==> config.mk <==
export PLATFORM = sky130hd
export DESIGN_NAME = softmax_normalizer
export DESIGN_NICKNAME = d
export VERILOG_FILES = /design/src/smx_pkg.sv /design/src/smx_front.sv /design/src/smx_queue.sv /design/src/smx_recip.sv /design/src/smx_back.sv /design/src/softmax_normalizer.sv
export SDC_FILE = /design/constraint.sdc
export NUM_CORES = 2
export LEC_CHECK = 0
export BUFFER_PORTS_ARGS = -buffer_cell sky130_fd_sc_hd__buf_2
export CAP_MARGIN = 30
export CORE_AREA = 3 3 530 532
export DETAILED_ROUTE_END_ITERATION = 7
export DIE_AREA = 0 0 533 535
export GPL_TIMING_DRIVEN = 0
export PLACE_DENSITY = 0.62
export SLEW_MARGIN = 20
export SYNTH_ARGS = -nofsm -noshare
export SYNTH_HDL_FRONTEND = slang
export SYNTH_HIERARCHICAL = 1
export SYNTH_SLANG_ARGS = --single-unit
export TNS_END_PERCENT = 10
==> constraint.sdc <==
create_clock -name clk -period 34.6 [get_ports clk]
set_clock_uncertainty 0.1 [all_clocks]
set_input_delay 5.19 -clock clk [delete_from_list [all_inputs] [get_ports clk]]
set_output_delay 5.19 -clock clk [all_outputs]
set_load 0.03 [all_outputs]
==> src/smx_pkg.sv <==
// Package with shared types, constants and the exp table for the softmax normalizer.
`timescale 1ns / 1ps
package smx_pkg;

    localparam int MaxLen = 64;
    localparam int AddrW = $clog2(MaxLen);
    localparam int CntW = AddrW + 1;
    localparam int QueueDepth = 2;
    localparam logic [16:0] Log2eQ16 = 17'd94548;

    typedef enum logic [2:0] {
        ST_IDLE,
        ST_EXP_RD,
        ST_EXP_MUL,
        ST_EXP_CALC,
        ST_RECIP,
        ST_EMIT_RD,
        ST_EMIT_MUL,
        ST_EMIT_OUT
    } back_state_t;

    // Vector descriptor handed from the front to the back.
    typedef struct packed {
        logic [CntW-1:0] count;
        logic [15:0]     max_score;
    } vec_desc_t;

    function automatic logic [16:0] exp_tab(input logic [4:0] i);
        logic [16:0] t;
        case (i)
            5'd0: t = 17'd65536;
            5'd1: t = 17'd62757;
            5'd2: t = 17'd60097;
            5'd3: t = 17'd57549;
            5'd4: t = 17'd55109;
            5'd5: t = 17'd52773;
            5'd6: t = 17'd50535;
            5'd7: t = 17'd48393;
            5'd8: t = 17'd46341;
            5'd9: t = 17'd44376;
            5'd10: t = 17'd42495;
            5'd11: t = 17'd40693;
            5'd12: t = 17'd38968;
            5'd13: t = 17'd37316;
            5'd14: t = 17'd35734;
            5'd15: t = 17'd34219;
            default: t = 17'd32768;
        endcase
        return t;
    endfunction

endpackage

==> src/smx_front.sv <==
// Front end: issues score writes, tracks the maximum and issues vector descriptors.
`timescale 1ns / 1ps
module smx_front (
    input  logic                      clk,
    input  logic                      rst_n,
    input  logic                      take,
    input  logic [15:0]               score,
    input  logic                      last,
    output logic                      wr_en,
    output logic [smx_pkg::AddrW-1:0] wr_addr,
    output logic [15:0]               wr_data,
    output logic                      desc_valid,
    output smx_pkg::vec_desc_t        desc
);

    logic [smx_pkg::CntW-1:0] count_reg;
    logic [15:0]              max_reg;
    logic [15:0]              max_next;
    logic [smx_pkg::CntW-1:0] count_inc;

    assign count_inc = count_reg + 1'b1;
    assign max_next = (count_reg == '0 || $signed(score) > $signed(max_reg)) ? score : max_reg;
    assign wr_en = take;
    assign wr_addr = count_reg[smx_pkg::AddrW-1:0];
    assign wr_data = score;
    assign desc_valid = take && (last || count_inc == smx_pkg::CntW'(smx_pkg::MaxLen));
    assign desc.count = count_inc;
    assign desc.max_score = max_next;

    always_ff @(posedge clk or negedge rst_n)
    begin
        if (!rst_n)
        begin
            count_reg <= '0;
            max_reg <= '0;
        end
        else if (take)
        begin
            if (desc_valid)
            begin
                count_reg <= '0;
                max_reg <= '0;
            end
            else
            begin
                count_reg <= count_inc;
                max_reg <= max_next;
            end
        end
    end

endmodule

==> src/smx_queue.sv <==
// Short descriptor queue between the front and back ends.
`timescale 1ns / 1ps
module smx_queue (
    input  logic               clk,
    input  logic               rst_n,
    input  logic               push,
    input  smx_pkg::vec_desc_t push_data,
    input  logic               pop,
    output logic               not_empty,
    output logic               full,
    output smx_pkg::vec_desc_t head
);

    localparam int PtrW = $clog2(smx_pkg::QueueDepth);

    smx_pkg::vec_desc_t  slot_reg [smx_pkg::QueueDepth];
    logic [PtrW-1:0]     rd_reg;
    logic [PtrW-1:0]     wr_reg;
    logic [PtrW:0]       fill_reg;

    assign not_empty = fill_reg != '0;
    assign full = fill_reg == (PtrW+1)'(smx_pkg::QueueDepth);
    assign head = slot_reg[rd_reg];

    always_ff @(posedge clk)
    begin
        if (push)
            slot_reg[wr_reg] <= push_data;
    end

    always_ff @(posedge clk or negedge rst_n)
    begin
        if (!rst_n)
        begin
            rd_reg <= '0;
            wr_reg <= '0;
            fill_reg <= '0;
        end
        else
        begin
            if (push)
                wr_reg <= wr_reg + 1'b1;
            if (pop)
                rd_reg <= rd_reg + 1'b1;
            if (push && !pop)
                fill_reg <= fill_reg + 1'b1;
            else if (pop && !push)
                fill_reg <= fill_reg - 1'b1;
        end
    end

endmodule

==> src/smx_recip.sv <==
// Restoring divider that forms round(2^40 / sum), one quotient bit a cycle.
`timescale 1ns / 1ps
module smx_recip (
    input  logic        clk,
    input  logic        rst_n,
    input  logic        go,
    input  logic [22:0] sum,
    output logic        done,
    output logic [24:0] inv
);

    // Dividend 2^40 + sum/2 fits 41 bits; quotient is below 2^25.
    logic [40:0] dvd_reg;
    logic [23:0] rem_reg;
    logic [24:0] quo_reg;
    logic [5:0]  step_reg;
    logic        busy_reg;
    logic [23:0] rem_shift;
    logic        fits;

    assign rem_shift = {rem_reg[22:0], dvd_reg[40]};
    assign fits = rem_shift >= {1'b0, sum};
    assign inv = quo_reg;
    assign done = busy_reg && step_reg == 6'd0;

    always_ff @(posedge clk or negedge rst_n)
    begin
        if (!rst_n)
        begin
            busy_reg <= 1'b0;
            step_reg <= '0;
        end
        else if (go)
        begin
            busy_reg <= 1'b1;
            step_reg <= 6'd41;
        end
        else if (busy_reg)
        begin
            if (step_reg == 6'd0)
                busy_reg <= 1'b0;
            else
                step_reg <= step_reg - 1'b1;
        end
    end

    always_ff @(posedge clk)
    begin
        if (go)
        begin
            dvd_reg <= (41'd1 << 40) + 41'(sum >> 1);
            rem_reg <= '0;
            quo_reg <= '0;
        end
        else if (busy_reg && step_reg != 6'd0)
        begin
            dvd_reg <= {dvd_reg[39:0], 1'b0};
            rem_reg <= fits ? rem_shift - {1'b0, sum} : rem_shift;
            quo_reg <= {quo_reg[23:0], fits};
        end
    end

endmodule

==> src/smx_back.sv <==
// Back end: exp-and-sum pass, reciprocal, then normalize-and-emit pass.
`timescale 1ns / 1ps
module smx_back (
    input  logic                      clk,
    input  logic                      rst_n,
    input  logic                      desc_valid,
    input  smx_pkg::vec_desc_t        desc,
    output logic                      desc_pop,
    input  logic                      sc_wr_en,
    input  logic [smx_pkg::AddrW-1:0] sc_wr_addr,
    input  logic [15:0]               sc_wr_data,
    output logic                      out_valid,
    output logic [15:0]               prob,
    output logic                      last_out,
    output logic                      active
);

    smx_pkg::back_state_t state_reg, state_next;

    logic [15:0] score_mem [smx_pkg::MaxLen];
    logic [16:0] exp_mem [smx_pkg::MaxLen];
    logic [15:0] sc_rd_reg;
    logic [16:0] ex_rd_reg;

    logic [smx_pkg::CntW-1:0]  idx_reg;
    logic [smx_pkg::CntW-1:0]  cnt_reg;
    logic [15:0]               max_reg;
    logic [22:0]               sum_reg;
    logic [24:0]               inv_reg;
    logic [41:0]               prod_reg;
    logic [32:0]               y_reg;
    logic                      valid_reg;
    logic                      lastf_reg;
    // Marks that the divider was started, so go is raised only on entering the reciprocal state.
    logic                      recip_started_reg;

    logic [smx_pkg::AddrW-1:0] rd_addr;
    logic                      rd_en;
    logic                      ex_wr;
    logic [16:0]               e_val;
    logic                      div_go;
    logic                      div_done;
    logic [24:0]               div_inv;
    logic                      idx_last;

    // Exp datapath.
    logic [15:0] n_val;
    logic [32:0] y_val;
    logic [3:0]  t_idx;
    logic [19:0] r_val;
    logic [16:0] t_hi;
    logic [16:0] t_lo;
    logic [36:0] d_mul;
    logic [16:0] v_val;
    logic [8:0]  k_val;
    logic [23:0] p_round;

    assign rd_addr = idx_reg[smx_pkg::AddrW-1:0];
    assign idx_last = idx_reg + 1'b1 == cnt_reg;

    assign n_val = 16'($signed(max_reg) - $signed(sc_rd_reg));
    assign y_val = n_val * smx_pkg::Log2eQ16;
    assign k_val = y_reg[32:24];
    assign t_idx = y_reg[23:20];
    assign r_val = y_reg[19:0];
    assign t_hi = smx_pkg::exp_tab({1'b0, t_idx});
    assign t_lo = smx_pkg::exp_tab(5'({1'b0, t_idx} + 5'd1));
    assign d_mul = (t_hi - t_lo) * r_val + 37'h80000;
    assign v_val = t_hi - 17'(d_mul >> 20);
    assign e_val = (k_val >= 9'd17) ? 17'd0 : v_val >> k_val;

    assign p_round = prod_reg[41:24] + {17'd0, prod_reg[23]} > 24'd65535
        ? 24'd65535 : 24'(prod_reg[41:24]) + {23'd0, prod_reg[23]};

    smx_recip u_recip (
        .clk   (clk),
        .rst_n (rst_n),
        .go    (div_go),
        .sum   (sum_reg),
        .done  (div_done),
        .inv   (div_inv)
    );

    always_ff @(posedge clk)
    begin
        if (sc_wr_en)
            score_mem[sc_wr_addr] <= sc_wr_data;
        if (rd_en)
            sc_rd_reg <= score_mem[rd_addr];
    end

    always_ff @(posedge clk)
    begin
        if (ex_wr)
            exp_mem[rd_addr] <= e_val;
        if (rd_en)
            ex_rd_reg <= exp_mem[rd_addr];
    end

    always_comb
    begin
        state_next = state_reg;
        desc_pop = 1'b0;
        rd_en = 1'b0;
        ex_wr = 1'b0;
        div_go = 1'b0;
        unique case (state_reg)
            smx_pkg::ST_IDLE:
            begin
                if (desc_valid)
                begin
                    desc_pop = 1'b1;
                    state_next = smx_pkg::ST_EXP_RD;
                end
            end
            smx_pkg::ST_EXP_RD:
            begin
                rd_en = 1'b1;
                state_next = smx_pkg::ST_EXP_MUL;
            end
            smx_pkg::ST_EXP_MUL:
                state_next = smx_pkg::ST_EXP_CALC;
            smx_pkg::ST_EXP_CALC:
            begin
                ex_wr = 1'b1;
                if (idx_last)
                begin
                    state_next = smx_pkg::ST_RECIP;
                end
                else
                    state_next = smx_pkg::ST_EXP_RD;
            end
            smx_pkg::ST_RECIP:
            begin
                if (div_done)
                    state_next = smx_pkg::ST_EMIT_RD;
            end
            smx_pkg::ST_EMIT_RD:
            begin
                rd_en = 1'b1;
                state_next = smx_pkg::ST_EMIT_MUL;
            end
            smx_pkg::ST_EMIT_MUL:
                state_next = smx_pkg::ST_EMIT_OUT;
            smx_pkg::ST_EMIT_OUT:
            begin
                state_next = idx_last ? smx_pkg::ST_IDLE : smx_pkg::ST_EMIT_RD;
            end
            default:
                state_next = smx_pkg::ST_IDLE;
        endcase
        // The divider starts the cycle after the sum is complete.
        if (state_reg == smx_pkg::ST_RECIP && !recip_started_reg)
            div_go = 1'b1;
    end

    always_ff @(posedge clk or negedge rst_n)
    begin
        if (!rst_n)
        begin
            state_reg <= smx_pkg::ST_IDLE;
            valid_reg <= 1'b0;
            recip_started_reg <= 1'b0;
        end
        else
        begin
            state_reg <= state_next;
            valid_reg <= state_reg == smx_pkg::ST_EMIT_MUL;
            recip_started_reg <= state_reg == smx_pkg::ST_RECIP;
        end
    end

    always_ff @(posedge clk)
    begin
        unique case (state_reg)
            smx_pkg::ST_IDLE:
            begin
                idx_reg <= '0;
                cnt_reg <= desc.count;
                max_reg <= desc.max_score;
                sum_reg <= '0;
            end
            smx_pkg::ST_EXP_MUL:
                y_reg <= y_val;
            smx_pkg::ST_EXP_CALC:
            begin
                sum_reg <= sum_reg + 23'(e_val);
                idx_reg <= idx_last ? '0 : idx_reg + 1'b1;
            end
            smx_pkg::ST_RECIP:
            begin
                if (div_done)
                    inv_reg <= div_inv;
            end
            smx_pkg::ST_EMIT_MUL:
                prod_reg <= ex_rd_reg * inv_reg;
            smx_pkg::ST_EMIT_OUT:
                idx_reg <= idx_reg + 1'b1;
            default:
            begin
            end
        endcase
        if (state_reg == smx_pkg::ST_EMIT_MUL)
            lastf_reg <= idx_last;
    end

    assign out_valid = valid_reg;
    assign prob = p_round[15:0];
    assign last_out = lastf_reg;
    assign active = state_reg != smx_pkg::ST_IDLE;

endmodule

==> src/softmax_normalizer.sv <==
// Top level of the max-subtracted softmax normalizer.
//
//  channel  | ports                 | handshake
//  ---------+-----------------------+------------------------------
//  input    | score, last           | start high and busy low
//  result   | prob, last_out        | done strobe, one cycle each
//
// Loading takes one item per cycle while busy is low. After the final item, a vector's
// descriptor is fetched, then come the exp-and-sum pass, the bit-serial reciprocal and
// the normalize-and-emit pass.
// Reset clears all control state; the stores need no clearing pass.
// busy is high from the cycle after a vector's final item until its last result has
// left; the receiver cannot stall, and each result leaves before the next entry is read.
`timescale 1ns / 1ps
module softmax_normalizer (
    input  logic        clk,
    input  logic        rst_n,
    input  logic        start,
    output logic        busy,
    input  logic [15:0] score,
    input  logic        last,
    output logic        done,
    output logic [15:0] prob,
    output logic        last_out
);

    logic                      take;
    logic                      wr_en;
    logic [smx_pkg::AddrW-1:0] wr_addr;
    logic [15:0]               wr_data;
    logic                      dv;
    smx_pkg::vec_desc_t        dsc;
    logic                      q_ne;
    logic                      q_full;
    smx_pkg::vec_desc_t        q_head;
    logic                      pop;
    logic                      active;

    // The score memory is shared, so loading waits while a vector is processed.
    assign busy = active || q_ne || q_full;
    assign take = start && !busy;

    smx_front u_front (
        .clk        (clk),
        .rst_n      (rst_n),
        .take       (take),
        .score      (score),
        .last       (last),
        .wr_en      (wr_en),
        .wr_addr    (wr_addr),
        .wr_data    (wr_data),
        .desc_valid (dv),
        .desc       (dsc)
    );

    smx_queue u_queue (
        .clk       (clk),
        .rst_n     (rst_n),
        .push      (dv),
        .push_data (dsc),
        .pop       (pop),
        .not_empty (q_ne),
        .full      (q_full),
        .head      (q_head)
    );

    smx_back u_back (
        .clk        (clk),
        .rst_n      (rst_n),
        .desc_valid (q_ne),
        .desc       (q_head),
        .desc_pop   (pop),
        .sc_wr_en   (wr_en),
        .sc_wr_addr (wr_addr),
        .sc_wr_data (wr_data),
        .out_valid  (done),
        .prob       (prob),
        .last_out   (last_out),
        .active     (active)
    );

endmodule

== After elaboration in Yosys (flattened, before gate mapping) ==
Memories as Yosys holds them, arrays and structs flattened. A register that Yosys moved wholly into a read port is not among the register bits.
Index checks and enable logic that the tools add are counted.

* Add/subtract/negate cells: 16
* $mul: 3
* $lt $le $gt $ge: 4
* Eq/ne operators: 13
* Shifts and indexed selects: 1
* Multiplexer cells: 37
* Reduce and logical (&&, ||, !) cells: 30

{| class="wikitable"
|+ Operator list
! kind !! number
|-
| 2-to-1 mux 41 bit || 2
|-
| 2-to-1 mux 16 bit || 3
|-
| case mux 23 bit (2 select lines) || 1
|-
| multiplier 17 x 25 -> 42 bit || 1
|-
| adder 41 x 22 -> 41 bit, first input constant || 1
|-
| adder 37 x 20 -> 37 bit, second input constant || 1
|-
| multiplier 37 x 18 -> 35 bit || 1
|-
| 2-to-1 mux 17 bit || 2
|-
| multiplier 16 x 15 -> 31 bit, second input constant || 1
|-
| greater-or-equal comparator 24 x 23 -> 1 bit || 1
|-
| case mux 3 bit (8 select lines) || 1
|-
| adder 23 x 17 -> 23 bit || 1
|-
| 2-to-1 mux 23 bit || 1
|-
| subtractor 23 bit || 1
|-
| case mux 7 bit (3 select lines) || 1
|-
| adder 18 x 1 -> 19 bit || 1
|-
| greater-than comparator 19 x 16 -> 1 bit, second input constant || 1
|-
| 2-to-1 mux 6 bit || 3
|-
| subtractor 17 x 17 -> 18 bit || 1
|-
| >> shifter 17 x 9 -> 17 bit || 1
|-
| subtractor 17 bit || 1
|-
| greater-than comparator 16 bit || 1
|-
| subtractor 16 bit || 1
|-
| adder 7 x 1 -> 7 bit, second input constant || 2
|-
| 30 further kinds || 73
|}

* Register bits: 257
* RAM bits: 2158
* ROM bits: 544
* Logic and storage cells: 128
* Memories kept: 5

{| class="wikitable"
|+ Memories
! memory !! depth !! width !! rd ports !! clocked after Yosys merged registers in !! wr ports !! RTL line !! RTL
|-
| u_back.exp_mem || 64 || 17 || 1 || 1 || 1 || smx_back.sv:21 || <nowiki>logic [16:0] exp_mem [smx_pkg::MaxLen];</nowiki>
|-
| u_back.score_mem || 64 || 16 || 1 || 1 || 1 || smx_back.sv:20 || <nowiki>logic [15:0] score_mem [smx_pkg::MaxLen];</nowiki>
|-
| (name not given) || 16 || 17 || 1 || 0 || 0 || smx_pkg.sv:30 || <nowiki>case (i)</nowiki>
|-
| (name not given) || 16 || 17 || 1 || 1 || 0 || smx_pkg.sv:30 ||
|-
| u_queue.slot_reg || 2 || 23 || 1 || 1 || 1 || smx_queue.sv:16 || <nowiki>smx_pkg::vec_desc_t slot_reg [smx_pkg::QueueDepth];</nowiki>
|}

== Longest topological paths before layout ==
An unclocked memory read counts as a cell.

* Word-level depth: 11
* Gate-level depth with buffers: 73
* Mapped depth without buffers: 71

== Hierarchy ==
Netlist, hierarchy kept.

{| class="wikitable"
|+ By module, submodules not included
! module !! instances !! cells each !! area an instance (um^2)
|-
| smx_back || 1 || 8161 || 115127.9
|-
| smx_recip || 1 || 530 || 5138.7
|-
| smx_queue || 1 || 88 || 1951.9
|-
| smx_front || 1 || 197 || 1940.6
|-
| softmax_normalizer || 1 || 2 || 15.0
|}

== Worst setup path after synthesis ==
OpenSTA, ideal clock, no wires.

* Kind: register to register
* Start: register u_back.y_reg[21]
* End: register u_back.sum_reg[20], data pin
* Setup time: 0.266 ns
* Arrival: 17.439 ns
* Data required time: 34.234 ns
* Setup slack: 16.795 ns
* Cell stages (with the launch flop): 70
* Buffers on the path: 3
* Period minus slack after synthesis: 17.805 ns
* Cell sequence: edfxtp_1 > ha_1 > ha_1 > clkbuf_1 > clkbuf_1 > mux2i_1 > nor2_1 > a211oi_1 > ha_1 > fa_1 > o21ai_0 > a31oi_1 > o21ai_0 > a21o_1 > nand2_1 > a21boi_0 > o21ai_0 > a21boi_0 > [... 34 more ...] > or3_1 > a211oi_1 > ha_1 > inv_1 > fa_1 > nor2b_1 > o21ai_0 > nand2b_1 > a21oi_1 > o21bai_1 > a21oi_1 > o21ai_0 > o41ai_1 > o21ai_0 > o41a_1 > nand4_1 > xor2_1 > nor2_1

* Word-level cells in the longest chain between the ends: 11

{| class="wikitable"
|+ RTL lines
! item !! RTL line !! RTL
|-
| from (decl) || smx_back.sv:31 || <nowiki>logic [32:0] y_reg;</nowiki>
|-
| from (signal assigned) || smx_back.sv:184 || <nowiki>y_reg <= y_val;</nowiki>
|-
| adder 4 x 1 -> 5 bit * || smx_back.sv:67 || <nowiki>assign t_lo = smx_pkg::exp_tab(5'({1'b0, t_idx} + 5'd1));</nowiki>
|-
| memory (16 x 17 bit) || - ||
|-
| 2-to-1 mux 17 bit * || smx_pkg.sv:30 ||
|-
| subtractor 17 x 17 -> 18 bit * || smx_back.sv:68 || <nowiki>assign d_mul = (t_hi - t_lo) * r_val + 37'h80000;</nowiki>
|-
| multiplier 37 x 18 -> 35 bit * || smx_back.sv:68 ||
|-
| adder 37 x 20 -> 37 bit * || smx_back.sv:68 ||
|-
| subtractor 17 bit * || smx_back.sv:69 || <nowiki>assign v_val = t_hi - 17'(d_mul >> 20);</nowiki>
|-
| >> shifter 17 x 9 -> 17 bit * || smx_back.sv:70 || <nowiki>assign e_val = (k_val >= 9'd17) ? 17'd0 : v_val >> k_val;</nowiki>
|-
| 2-to-1 mux 17 bit * || smx_back.sv:70 ||
|-
| named net u_back.e_val[0] || smx_back.sv:40 || <nowiki>logic [16:0] e_val;</nowiki>
|-
| adder 23 x 17 -> 23 bit * || smx_back.sv:187 || <nowiki>sum_reg <= sum_reg + 23'(e_val);</nowiki>
|-
| case mux 23 bit (2 select lines) * || smx_back.sv:175 || <nowiki>unique case (state_reg)</nowiki>
|-
| to (signal assigned) || smx_back.sv:187 ||
|-
| to (decl) || smx_back.sv:28 || <nowiki>logic [22:0] sum_reg;</nowiki>
|}

Mark *: on every way through the listed nets, which the timed path passes. The rest lies on a longest branch.
A chain may end at the register's enable or synchronous reset.

== Worst setup path in the final report ==
* Start: register u_back.y_reg[21]
* End: register u_back.sum_reg[21], data pin

Same word-level chain as after synthesis.

==> impl_metrics.ini <==
[outcome]
status = complete, no violations

[synth]
synth_cell_types = 108
syn_inst = 8978
yosysWarnings = 6
avgSynthCellArea_um2 = 13.8
synth_nets = 10200
ys.flop_type = edfxtp_1
ys_seq_elements = 2465
synth_area_leaders = edfxtp_1 57%, fa_1 12%, ha_1 4.5%, a22oi_1 3.9%, inv_1 2.8%
synth-edff-count = 2361
synth_top_area_share_pct = 57.1
seq_area_frac_synth_pct = 58.9
synth-async-reset-ratio_pct = 1.58
synth_area_mm2 = 0.124
synth_top_area_cell = edfxtp_1

[detailed_routing]
wl_per_cell_um = 34.9
ant_nets = 0
drc = 0
viasPerCell = 6.41
dr.pass1.iters = 8
route.vias.total = 86700
wl_um = 472000
drt_iter0_markers = 14100

[sta]
rsz0062_at_grt = false
fmaxAchievable_mhz = 52.6
fin_crit_ns = 19.03
tightest_slew_ns = 1.17
finalHoldViolations = 0
setup_viol = 0
final.period_utilization_pct = 55.0
postLayoutSetupSlackWorst_ns = 15.57
tns_ns = 0
maxSlewViolCount = 0
maxSlewHeadroom_pct = 21.7

[floorplanning]
fp.coreArea_mm2 = 0.276
num_rows = 193
die_w_um = 533
io_pins = 39
die_area_mm2 = 0.285
initial_core_util_pct = 44.9
die_h_um = 535

[grt]
grt_max_degree = 65
grt_pass1_wl_um = 647000
grt-ovfl-total = 0
grtUsageTotal_pct = 32.5
grt_pass1_vias = 83500
antenna_found_initial = 55

[finish]
fin_nets = 10800
drive_gt1_share_pct = 12.3
area_delta_synth_final_pct = 15.9
largest_reg_flops = 1088

[clocking]
cts_resized = 0
path_clk_slew_ns = 0.06
postCtsSetupBuffers = 0
cts_tree = yes
insertion_delay_ns = 0.89
cts.sinks = 2465
clockRootBuffer = clkbuf_16
hold_buffers = 0
htree_levels = 5
cts_buffers = 266
cts.path.max_buffers = 4

[place]
hpwl_um = 337000
dp_slack_ns = 16.00
gp_congestion = 0.957
numPortBuffers = 38

[min_path]
hp-class = reg2reg

[critical_path]
critPathLaunchType = flop
critPathRequiredTime_ns = 35.03
critical-path-max-stage-delay_ns = 0.78
worstPathArrival_ns = 19.46
cp_slowest_cell = xor2_1
endpoint_kind = flop
crit_type = reg2reg
crit_fanout = 11

[flow_run]
maxCapViolations = 0
-- cells in the mapped netlist (13+ instances only) --
library cell and number:
a211oi_1 27, a21o_1 46, a21oi_1 231, a221oi_1 211, a22o_1 210, a22oi_1 643, a31oi_1 220, a32o_2 14
and2_1 291, and3_1 23, buf_1 83, buf_4 25, clkbuf_1 364, dfrtp_1 39, dfxtp_1 65, edfxtp_1 2361
fa_1 737, ha_1 445, inv_1 934, mux2_2 34, mux2_4 20, mux2i_1 27, nand2_1 647, nand2b_1 29
nand3_1 90, nand4_1 78, nor2_1 318, nor2b_1 70, nor3_1 45, nor4_1 47, o211ai_1 16, o21a_1 35
o21ai_0 96, o21bai_1 24, or2_2 13, or3_1 21, xnor2_1 135, xor2_1 76
-- logic make-up after synthesis --
kind of cell | Yosys count | share of synthesized area [%]
compound gates | 1886 | 11.2
xor+xnor | 213 | 1.51
fa+ha+maj | 1182 | 16.4
buf+inv | 1420 | 4.44
flops | 2465 | 58.9
mux | 93 | 0.895
simple gates | 1719 | 6.69
-- final cells by class --
| cell class | instances | area [um2] |
|---|---|---|
| Tap cell | 3705 | 4640 |
| Timing Repair Buffer | 319 | 5270 |
| Buffer | 486 | 2230 |
| Sequential cell | 2465 | 73200 |
| Antenna cell | 68 | 170 |
| Inverter | 934 | 3510 |
| Clock inverter | 146 | 1140 |
| Clock buffer | 321 | 7000 |
| Fill cell | 22800 | 133000 |
| Multi-Input combinational cell | 5093 | 46800 |
-- critical path, delay by kind of cell, from the launching register on --
family / cells / cell delay [ns]
AO/OA/AOI/OAI: 30 / 6.88
XOR/XNOR: 5 / 1.78
adder cells (fa/ha/maj): 13 / 5.59
buffers and inverters: 8 / 1.56
flip-flops: 1 / 0.55
multiplexers: 1 / 0.14
AND/OR/NAND/NOR: 9 / 2.15
-- layer usage --
metal | part of all wire [%] | GRT usage, %
met5 | 0.084 | 0.450
met4 | 8.0 | 21.3
met3 | 15 | 11.9
met2 | 43 | 48.0
met1 | 34 | 40.1
-- worst paths after layout --
path / slack, ns / to / depth (start not counted) / from
min in group asynchronous: 4.24 / u_back/u_recip/step_reg[3] / 1 / rst_n
min: 0.36 / u_back/inv_reg[24] / 0 / u_back/u_recip/inv[24]
max in group asynchronous: 29.63 / u_front/count_reg[6] / 2 / rst_n
max reg2reg: 15.57 / u_back/sum_reg[21] / 66 / u_back/y_reg[21]
min reg2reg: 0.36 / u_back/inv_reg[24] / 0 / u_back/u_recip/inv[24]
max: 15.57 / u_back/sum_reg[21] / 66 / u_back/y_reg[21]
-- cells in the final DEF (no fill, tap or decap), types with 227 or more instances in the layout --
cell / count
fa_1: 737
edfxtp_1: 2361
a22oi_1: 643
and2_1: 289
inv_1: 934
ha_1: 445
nand2_1: 646
clkbuf_1: 284
clkbuf_16: 272
a21oi_1: 227
-- metrics by stage --
stage          instance area (um2)  std cells  hold slack (ns)  util, %
2_1_floorplan               124000       8978            0.308        -
3_3_place_gp                129000      12700            0.316     46.7
3_5_place_dp                135000      13000            0.341     49.0
4_1_cts                     144000      13500            0.359     51.9
5_1_grt                     144000      13500            0.371     52.0
6_report                    144000      13500            0.357     52.1
Power is left out: the tool's default activity adds up to more than one toggle a clock period on the data nets, which glitch-free logic cannot reach.
